--- src/hdl/counter_timestamp_unwrap_defines.svh ---
`ifndef COUNTER_TIMESTAMP_UNWRAP_DEFINES_SVH
`define COUNTER_TIMESTAMP_UNWRAP_DEFINES_SVH

// same-cycle check, disabled while reset is low
`define CTU_ASSERT_NOW(label, clk, rstn, ante, cons, msg) \
    label: assert property (@(posedge clk) disable iff (!rstn) (ante) |-> (cons)) \
        else $error(msg);

// next-cycle check, disabled while reset is low
`define CTU_ASSERT_NEXT(label, clk, rstn, ante, cons, msg) \
    label: assert property (@(posedge clk) disable iff (!rstn) (ante) |=> (cons)) \
        else $error(msg);

`endif

--- src/hdl/ctu_pkg.sv ---
`timescale 1ns / 1ps

package ctu_pkg;

    localparam logic [31:0] HALF_MARK      = 32'h7FFF_FFFF;
    localparam logic [19:0] US_PER_SEC     = 20'd1000000;
    localparam logic [30:0] CLOCK_FREQ_RST = 31'd80000000;
    localparam int          QUEUE_DEPTH    = 2;
    localparam int          QUEUE_AW       = 1;
    localparam int          DIV_STEPS      = 64;

    typedef enum logic [1:0] {
        CFG_START_COUNT = 2'd0,
        CFG_BASE_TIME   = 2'd1,
        CFG_CLOCK_FREQ  = 2'd2
    } cfg_index_t;

    typedef enum logic [2:0] {
        B_IDLE,
        B_MUL_LO,
        B_MUL_HI,
        B_SUM,
        B_ABS,
        B_DIV,
        B_SIGN,
        B_DONE
    } back_state_t;

    // one classified reading on its way to the back end
    typedef struct packed {
        logic        accepted;
        logic [63:0] ticks;
    } ctu_item_t;

    // reload of the tracking state on a start count write
    typedef struct packed {
        logic        load;
        logic [31:0] value;
    } ctu_reload_t;

endpackage

--- src/hdl/counter_timestamp_unwrap.sv ---
// channel   direction  handshake            payload
// s_        in         s_valid/s_ready      s_count[31:0]
// m_        out        m_valid/m_ready      m_accepted, m_time_us[63:0]
// cfg_      in         cfg_valid/cfg_ready  cfg_index[1:0], cfg_data[63:0]
//
// a word is classified the cycle it is taken and, if accepted, tracked; the back
// end takes one word at a time and for an accepted one runs two 32x20 partial
// products, sum, magnitude, a 64-step restoring divide by clock_freq, sign fix
// and the base time add, a rejected one goes straight to finish; a 2-word queue
// sits between; reset clears tracking, queue and output valid; no clearing pass
// a stalled m_ready holds the result register and backs up into the queue
`timescale 1ns / 1ps

module counter_timestamp_unwrap import ctu_pkg::*; (
    input  logic        aclk,
    input  logic        aresetn,
    input  logic        s_valid,
    output logic        s_ready,
    input  logic [31:0] s_count,
    output logic        m_valid,
    input  logic        m_ready,
    output logic        m_accepted,
    output logic [63:0] m_time_us,
    input  logic        cfg_valid,
    output logic        cfg_ready,
    input  logic [1:0]  cfg_index,
    input  logic [63:0] cfg_data
);

    logic [31:0] start_count_reg;
    logic [63:0] base_time_reg;
    logic [30:0] clock_freq_reg;
    logic        cfg_write;
    ctu_reload_t reload;
    logic        push_valid;
    logic        push_ready;
    ctu_item_t   push_item;
    logic        pop_valid;
    logic        pop_ready;
    ctu_item_t   pop_item;

    assign cfg_ready    = 1'b1;
    assign cfg_write    = cfg_valid && cfg_ready;
    assign reload.load  = cfg_write && (cfg_index == CFG_START_COUNT);
    assign reload.value = cfg_data[31:0];

    always_ff @(posedge aclk) begin
        if (!aresetn) begin
            start_count_reg <= '0;
            base_time_reg   <= '0;
            clock_freq_reg  <= CLOCK_FREQ_RST;
        end else if (cfg_write) begin
            unique case (cfg_index)
                CFG_START_COUNT: start_count_reg <= cfg_data[31:0];
                CFG_BASE_TIME:   base_time_reg   <= cfg_data;
                CFG_CLOCK_FREQ:  clock_freq_reg  <= cfg_data[30:0];
                default: begin
                end
            endcase
        end
    end

    ctu_front u_front (
        .aclk        (aclk),
        .aresetn     (aresetn),
        .reload      (reload),
        .start_count (start_count_reg),
        .clock_freq  (clock_freq_reg),
        .s_valid     (s_valid),
        .s_ready     (s_ready),
        .s_count     (s_count),
        .push_valid  (push_valid),
        .push_ready  (push_ready),
        .push_item   (push_item)
    );

    ctu_queue u_queue (
        .aclk       (aclk),
        .aresetn    (aresetn),
        .push_valid (push_valid),
        .push_ready (push_ready),
        .push_item  (push_item),
        .pop_valid  (pop_valid),
        .pop_ready  (pop_ready),
        .pop_item   (pop_item)
    );

    ctu_back u_back (
        .aclk       (aclk),
        .aresetn    (aresetn),
        .base_time  (base_time_reg),
        .clock_freq (clock_freq_reg),
        .pop_valid  (pop_valid),
        .pop_ready  (pop_ready),
        .pop_item   (pop_item),
        .m_valid    (m_valid),
        .m_ready    (m_ready),
        .m_accepted (m_accepted),
        .m_time_us  (m_time_us)
    );

endmodule

--- src/hdl/ctu_front.sv ---
`timescale 1ns / 1ps

module ctu_front import ctu_pkg::*; (
    input  logic        aclk,
    input  logic        aresetn,
    input  ctu_reload_t reload,
    input  logic [31:0] start_count,
    input  logic [30:0] clock_freq,
    input  logic        s_valid,
    output logic        s_ready,
    input  logic [31:0] s_count,
    output logic        push_valid,
    input  logic        push_ready,
    output ctu_item_t   push_item
);

    logic [31:0] last_count_reg, last_count_next;
    logic        upper_half_reg, upper_half_next;
    logic [31:0] rollover_reg, rollover_next;
    logic [31:0] jump;
    logic        pass;
    logic        wrap;

    assign jump = s_count - last_count_reg;
    assign pass = (jump <= {1'b0, clock_freq});
    assign wrap = (s_count < HALF_MARK) && upper_half_reg;

    assign s_ready    = push_ready;
    assign push_valid = s_valid;

    always_comb begin
        rollover_next   = wrap ? rollover_reg + 32'd1 : rollover_reg;
        upper_half_next = upper_half_reg;
        if (wrap) begin
            upper_half_next = 1'b0;
        end
        if (s_count > HALF_MARK) begin
            upper_half_next = 1'b1;
        end
        last_count_next = s_count;
    end

    always_comb begin
        push_item.accepted = pass;
        push_item.ticks    = {rollover_next, s_count} - {32'd0, start_count};
    end

    always_ff @(posedge aclk) begin
        if (!aresetn) begin
            last_count_reg <= '0;
            upper_half_reg <= 1'b0;
            rollover_reg   <= '0;
        end else if (reload.load) begin
            last_count_reg <= reload.value;
            upper_half_reg <= reload.value > HALF_MARK;
            rollover_reg   <= '0;
        end else if (s_valid && s_ready && pass) begin
            last_count_reg <= last_count_next;
            upper_half_reg <= upper_half_next;
            rollover_reg   <= rollover_next;
        end
    end

endmodule

--- src/hdl/ctu_queue.sv ---
`timescale 1ns / 1ps

module ctu_queue import ctu_pkg::*; (
    input  logic      aclk,
    input  logic      aresetn,
    input  logic      push_valid,
    output logic      push_ready,
    input  ctu_item_t push_item,
    output logic      pop_valid,
    input  logic      pop_ready,
    output ctu_item_t pop_item
);

    ctu_item_t             mem [QUEUE_DEPTH];
    logic [QUEUE_AW-1:0]   wr_ptr_reg;
    logic [QUEUE_AW-1:0]   rd_ptr_reg;
    logic [QUEUE_AW:0]     fill_reg;
    logic                  do_push;
    logic                  do_pop;

    assign push_ready = (fill_reg != (QUEUE_AW + 1)'(QUEUE_DEPTH));
    assign pop_valid  = (fill_reg != '0);
    assign pop_item   = mem[rd_ptr_reg];
    assign do_push    = push_valid && push_ready;
    assign do_pop     = pop_valid && pop_ready;

    always_ff @(posedge aclk) begin
        if (do_push) begin
            mem[wr_ptr_reg] <= push_item;
        end
    end

    always_ff @(posedge aclk) begin
        if (!aresetn) begin
            wr_ptr_reg <= '0;
            rd_ptr_reg <= '0;
            fill_reg   <= '0;
        end else begin
            if (do_push) begin
                wr_ptr_reg <= wr_ptr_reg + 1'b1;
            end
            if (do_pop) begin
                rd_ptr_reg <= rd_ptr_reg + 1'b1;
            end
            case ({do_push, do_pop})
                2'b10:   fill_reg <= fill_reg + 1'b1;
                2'b01:   fill_reg <= fill_reg - 1'b1;
                default: fill_reg <= fill_reg;
            endcase
        end
    end

endmodule

--- src/hdl/ctu_back.sv ---
`timescale 1ns / 1ps
`include "counter_timestamp_unwrap_defines.svh"

module ctu_back import ctu_pkg::*; (
    input  logic        aclk,
    input  logic        aresetn,
    input  logic [63:0] base_time,
    input  logic [30:0] clock_freq,
    input  logic        pop_valid,
    output logic        pop_ready,
    input  ctu_item_t   pop_item,
    output logic        m_valid,
    input  logic        m_ready,
    output logic        m_accepted,
    output logic [63:0] m_time_us
);

    back_state_t state_reg, state_next;
    logic [63:0] work_reg;
    logic [51:0] prod_lo_reg;
    logic [31:0] prod_hi_reg;
    logic [30:0] rem_reg;
    logic [5:0]  step_reg;
    logic        acc_reg;
    logic        neg_reg;
    logic        m_valid_reg;
    logic        m_accepted_reg;
    logic [63:0] m_time_us_reg;
    logic [51:0] mult_lo;
    logic [51:0] mult_hi;
    logic [31:0] rem_shift;
    logic        q_bit;
    logic        out_free;
    logic [63:0] result;

    assign mult_lo   = work_reg[31:0] * US_PER_SEC;
    assign mult_hi   = work_reg[63:32] * US_PER_SEC;
    assign rem_shift = {rem_reg, work_reg[63]};
    assign q_bit     = (rem_shift >= {1'b0, clock_freq});
    assign out_free  = !m_valid_reg || m_ready;

    assign m_valid    = m_valid_reg;
    assign m_accepted = m_accepted_reg;
    assign m_time_us  = m_time_us_reg;

    always_comb begin
        if (!acc_reg) begin
            result = '0;
        end else if (clock_freq == '0) begin
            result = base_time;
        end else begin
            result = work_reg + base_time;
        end
    end

    always_ff @(posedge aclk) begin
        if (!aresetn) begin
            state_reg <= B_IDLE;
        end else begin
            state_reg <= state_next;
        end
    end

    always_comb begin
        state_next = state_reg;
        pop_ready  = 1'b0;
        unique case (state_reg)
            B_IDLE: begin
                pop_ready = 1'b1;
                if (pop_valid) begin
                    state_next = pop_item.accepted ? B_MUL_LO : B_DONE;
                end
            end
            B_MUL_LO: state_next = B_MUL_HI;
            B_MUL_HI: state_next = B_SUM;
            B_SUM:    state_next = B_ABS;
            B_ABS:    state_next = B_DIV;
            B_DIV: begin
                if (step_reg == 6'(DIV_STEPS - 1)) begin
                    state_next = B_SIGN;
                end
            end
            B_SIGN:   state_next = B_DONE;
            B_DONE: begin
                if (out_free) begin
                    state_next = B_IDLE;
                end
            end
            default:  state_next = B_IDLE;
        endcase
    end

    // datapath: two partial products, magnitude, restoring divide, sign
    always_ff @(posedge aclk) begin
        case (state_reg)
            B_IDLE: begin
                if (pop_valid) begin
                    work_reg <= pop_item.ticks;
                    acc_reg  <= pop_item.accepted;
                end
            end
            B_MUL_LO: prod_lo_reg <= mult_lo;
            B_MUL_HI: prod_hi_reg <= mult_hi[31:0];
            B_SUM:    work_reg <= {12'd0, prod_lo_reg} + {prod_hi_reg, 32'd0};
            B_ABS: begin
                neg_reg  <= work_reg[63];
                work_reg <= work_reg[63] ? 64'd0 - work_reg : work_reg;
                rem_reg  <= '0;
                step_reg <= '0;
            end
            B_DIV: begin
                rem_reg  <= q_bit ? 31'(rem_shift - {1'b0, clock_freq}) : rem_shift[30:0];
                work_reg <= {work_reg[62:0], q_bit};
                step_reg <= step_reg + 6'd1;
            end
            B_SIGN:   work_reg <= neg_reg ? 64'd0 - work_reg : work_reg;
            default: begin
            end
        endcase
    end

    always_ff @(posedge aclk) begin
        if (state_reg == B_DONE && out_free) begin
            m_accepted_reg <= acc_reg;
            m_time_us_reg  <= result;
        end
    end

    always_ff @(posedge aclk) begin
        if (!aresetn) begin
            m_valid_reg <= 1'b0;
        end else if (state_reg == B_DONE && out_free) begin
            m_valid_reg <= 1'b1;
        end else if (m_ready) begin
            m_valid_reg <= 1'b0;
        end
    end

    `CTU_ASSERT_NOW(a_reject_zero, aclk, aresetn, m_valid_reg && !m_accepted_reg, m_time_us_reg == 64'd0, "rejected word carries nonzero time")
    `CTU_ASSERT_NEXT(a_div_runs, aclk, aresetn, state_reg == B_DIV && step_reg != 6'(DIV_STEPS - 1), state_reg == B_DIV, "divide left early")
    `CTU_ASSERT_NOW(a_out_from_done, aclk, aresetn, $rose(m_valid_reg), $past(state_reg == B_DONE), "result word raised outside finish state")

endmodule
--- config.mk ---
export PLATFORM = sky130hd
export DESIGN_NAME = counter_timestamp_unwrap
export DESIGN_NICKNAME = d
export VERILOG_FILES = /design/src/hdl/ctu_pkg.sv /design/src/hdl/counter_timestamp_unwrap.sv /design/src/hdl/ctu_front.sv /design/src/hdl/ctu_queue.sv /design/src/hdl/ctu_back.sv
export VERILOG_INCLUDE_DIRS = /design/src /design/src/hdl
export SDC_FILE = /design/constraint.sdc
export NUM_CORES = 2
export LEC_CHECK = 0
export BUFFER_PORTS_ARGS = -buffer_cell sky130_fd_sc_hd__clkbuf_2
export CAP_MARGIN = 40
export CORE_UTILIZATION = 58
export CTS_CLUSTER_DIAMETER = 60
export DETAILED_ROUTE_END_ITERATION = 6
export PLACE_DENSITY = 0.74
export SLEW_MARGIN = 15
export SYNTH_ARGS = -nofsm -noshare
export SYNTH_HDL_FRONTEND = slang
export SYNTH_SLANG_ARGS = --single-unit
--- constraint.sdc ---
create_clock -name aclk -period 6.4 [get_ports aclk]
set_clock_uncertainty 0.2 [all_clocks]
set_input_delay 1.92 -clock aclk [delete_from_list [all_inputs] [get_ports aclk]]
set_output_delay 1.92 -clock aclk [all_outputs]
set_load 0.01 [all_outputs]
==> run_results.csv <==
group,metric,value,unit
sta,hold_viol,0,
die,ioPinCount,171,
cells_and_area,post-route-util,0.675,
detailed_routing,drtPass1Iterations,7,
yosys,ys_warn_count,0,
global_routing,grt_pass1_vias,36523,
global_routing,grt_pass1_wl,201000,um
yosys,synth_edf_count,370,
die,die_h,282,um
clock_network,cts_buffers,75,
global_routing,antenna_found_initial,5,
worst_setup_path,r2r_cells,25,
worst_setup_path,worst-path-max-fanout,3,
die,initial_core_util,0.587,
place,hpwlAfterDp,101000,um
die,die_area,79500,um2
yosys,synthArstFlopShare,0,
sta,layout_setup_ws,-0.0613,ns
cells_and_area,fin_cells,6191,
cells_and_area,nets,5870,
flow_run,drv_cap,0,
sta,rsz0062_at_grt,"true",
place,placedCellCount,6019,
worst_setup_path,startpoint,"u_back.work_reg[6]$_DFFE_PP_",
yosys,synth_top_area_cell,"edfxtp_1",
worst_hold_path,whs_path_depth,2,
clock_network,cts_hold_buf,0,
detailed_routing,wl,132000,um
worst_setup_path,endpoint_kind,"register",
sta,slew_viol_final,0,
detailed_routing,num_vias,37163,
yosys,synth_cell_types,99,
worst_setup_path,crit_type,"register to register",
detailed_routing,via_per_inst,6.00,
yosys,synth-seq-cells,571,
sta,setup_viol,3,
worst_hold_path,hold_class,"register to register",
detailed_routing,antenna_left,0,
place,gp_congestion,0.981,
clock_network,cts_tree,"built",
detailed_routing,drc_errors,0,
clock_network,h-tree-depth,3,
yosys,synth_top_cell_area_share,0.244,
yosys,postSynthCellCount,4756,
worst_hold_path,worstHoldStart,"start_count_reg[17]$_SDFFE_PN0P_",
die,core,77500,um2
sta,worst_slew_pin_slew,0.927,ns
yosys,syn_avg_cell_area,9.56,um2
detailed_routing,detail_route.iter0.violations,3669,
sta,fmax,155,MHz
global_routing,grt.overflow.total,0,
sta,slew_headroom,0.376,
yosys,synth_area,45400,um2
outcome,violations,"negative setup slack",
cells_and_area,area_delta_synth_final,15.0,%
yosys,synth_top_flop_cell,"edfxtp_1",
worst_setup_path,critPathArrivalTime,6.72,ns
cells_and_area,top_register,"u_queue.mem",
cells_and_area,drive_gt1_frac,0.142,
worst_setup_path,rr_startpoint,"u_back.work_reg[6]$_DFFE_PP_",
worst_setup_path,start_kind,"register",
clock_network,path_clk_slew,0.06,ns
clock_network,cts-root-buf,"clkbuf_16",
global_routing,grt_max_degree,74,
die,fp-row-count,102,
sta,finalCriticalPeriod,6.46,ns
detailed_routing,wire_per_inst,21.3,um
yosys,synth_area_leaders,"edfxtp_1, ha_1, fa_1",
clock_network,cts.path.max_buffers,3,
die,dieWidth,282,um
yosys,synth.net_count,5539,
place,portBuffers,169,
cells_and_area,largest_register_ffs,130,
clock_network,insertion_delay,0.64,ns
global_routing,grt.total_usage,0.330,
worst_setup_path,required,6.66,ns
sta,period_share,1.01,
clock_network,cts_sinks,571,
yosys,yosysSeqAreaShare,0.333,
outcome,outcome,"complete, but fails checks",
[synth_stat cells (21+ instances only)]
cell and number:
a211oi_1 53, a21boi_0 134, a21o_1 138, a21oi_1 268, a222oi_1 51, a31oi_1 49, and2_1 68, and3_1 49
clkbuf_1 151, dfxtp_1 201, edfxtp_1 370, fa_1 206, ha_1 474, inv_1 467, mux2i_1 46, nand2_1 532
nand2b_1 32, nand3_1 84, nand4_1 62, nor2_1 201, nor2b_1 89, nor3_1 60, o21a_1 40, o21ai_0 195
o21bai_1 28, or3_1 21, xnor2_1 247, xor2_1 137
[worst paths after layout]
check                                     end  slack (ns)
max          u_back.prod_lo_reg[44]$_DFFE_PP_       -0.06
min          start_count_reg[17]$_SDFFE_PN0P_        0.26
max reg2reg  u_back.prod_lo_reg[44]$_DFFE_PP_       -0.06
min reg2reg  start_count_reg[17]$_SDFFE_PN0P_        0.26
[placed cells by master, fill, tap and decap left out, types with 27 or more instances in the layout]
master	synthesis	layout
nand2_1	532	516
ha_1	474	464
inv_1	467	452
edfxtp_1	370	370
a21oi_1	268	253
buf_4	5	251
xnor2_1	247	247
fa_1	206	203
dfxtp_1	201	200
nor2_1	201	193
o21ai_0	195	190
clkbuf_2	0	167
a21o_1	138	138
xor2_1	137	137
a21boi_0	134	133
clkbuf_16	0	86
nor2b_1	89	84
nand3_1	84	81
and2_1	68	65
nand4_1	62	62
nor3_1	60	57
a211oi_1	53	51
a222oi_1	51	51
a31oi_1	49	48
and3_1	49	47
mux2i_1	46	46
o21a_1	40	40
nand2b_1	32	31
o21bai_1	28	27
[kinds of logic (layout without fill, tap and decap cells)]
logic type / Yosys count / count (layout) / share of synthesized area
buffers and inverters: 655 / 1048 / 0.0553
adders and majority gates: 680 / 680 / 0.221
AOI/OAI and AO/OA: 1124 / 1124 / 0.166
DFF: 571 / 571 / 0.333
xor gates and xnor gates: 384 / 384 / 0.0740
muxes: 64 / 64 / 0.0146
and+or+nand+nor: 1277 / 1277 / 0.136
other: 1 / 3 / 0.0000825
[layout make-up]
type / instances / area (um2)
sequential: 571 / 15100
timing repair buffer: 441 / 3130
tap: 1040 / 1300
inverter: 468 / 1770
antenna: 2 / 5.00
fill: 6081 / 25200
clock buffer: 97 / 2150
multi-input combinational: 3530 / 28400
clock inverter: 42 / 399
[critical path: stages, from the launching register on]
cell and delay, ns:
edfxtp_1 0.43, buf_4 0.18, fa_1 0.50, inv_1 0.06, fa_1 0.52, inv_1 0.05, fa_1 0.54, inv_1 0.09
fa_1 0.51, inv_1 0.05, ha_1 0.30, fa_1 0.49, ha_4 0.32, and3_4 0.19, buf_4 0.12, nand2_1 0.08
a211o_1 0.38, a31o_4 0.28, nand2_4 0.07, a211oi_4 0.07, buf_4 0.13, buf_4 0.12, buf_4 0.12, buf_4 0.13
o21bai_1 0.16, xor2_1 0.21
[through the flow]
stage / worst slack [ns] / cell area (um2) / setup TNS, ns / hold slack [ns]
after global placement: -0.636 / 48900 / -39.67 / 0.252
after detailed placement: -0.700 / 48900 / -42.70 / 0.256
after global routing: -0.228 / 52300 / -9.74 / 0.282
final: -0.0613 / 52300 / -0.0867 / 0.259
after floorplan: 0.0116 / 45600 / 0 / 0.224
after CTS: 0.000435 / 51700 / 0 / 0.264
[routing by layer]
layer	vias to the layer above	routed length, um	global-route usage
li1	17444	-	-
met1	17695	51900	0.404
met2	1597	61400	0.547
met3	419	10900	0.0689
met4	8	7750	0.177
met5	-	57	0
[what timing repair did]
item                       4_1_cts  5_1_grt
gates resized for setup         30       87
gates cloned                     0        4
pin swaps                       20       51
setup endpoints to repair       46       76
setup buffers                   17       15
Power is left out: the tool's default activity adds up to more than one toggle a clock period on the data nets, which glitch-free logic cannot reach.
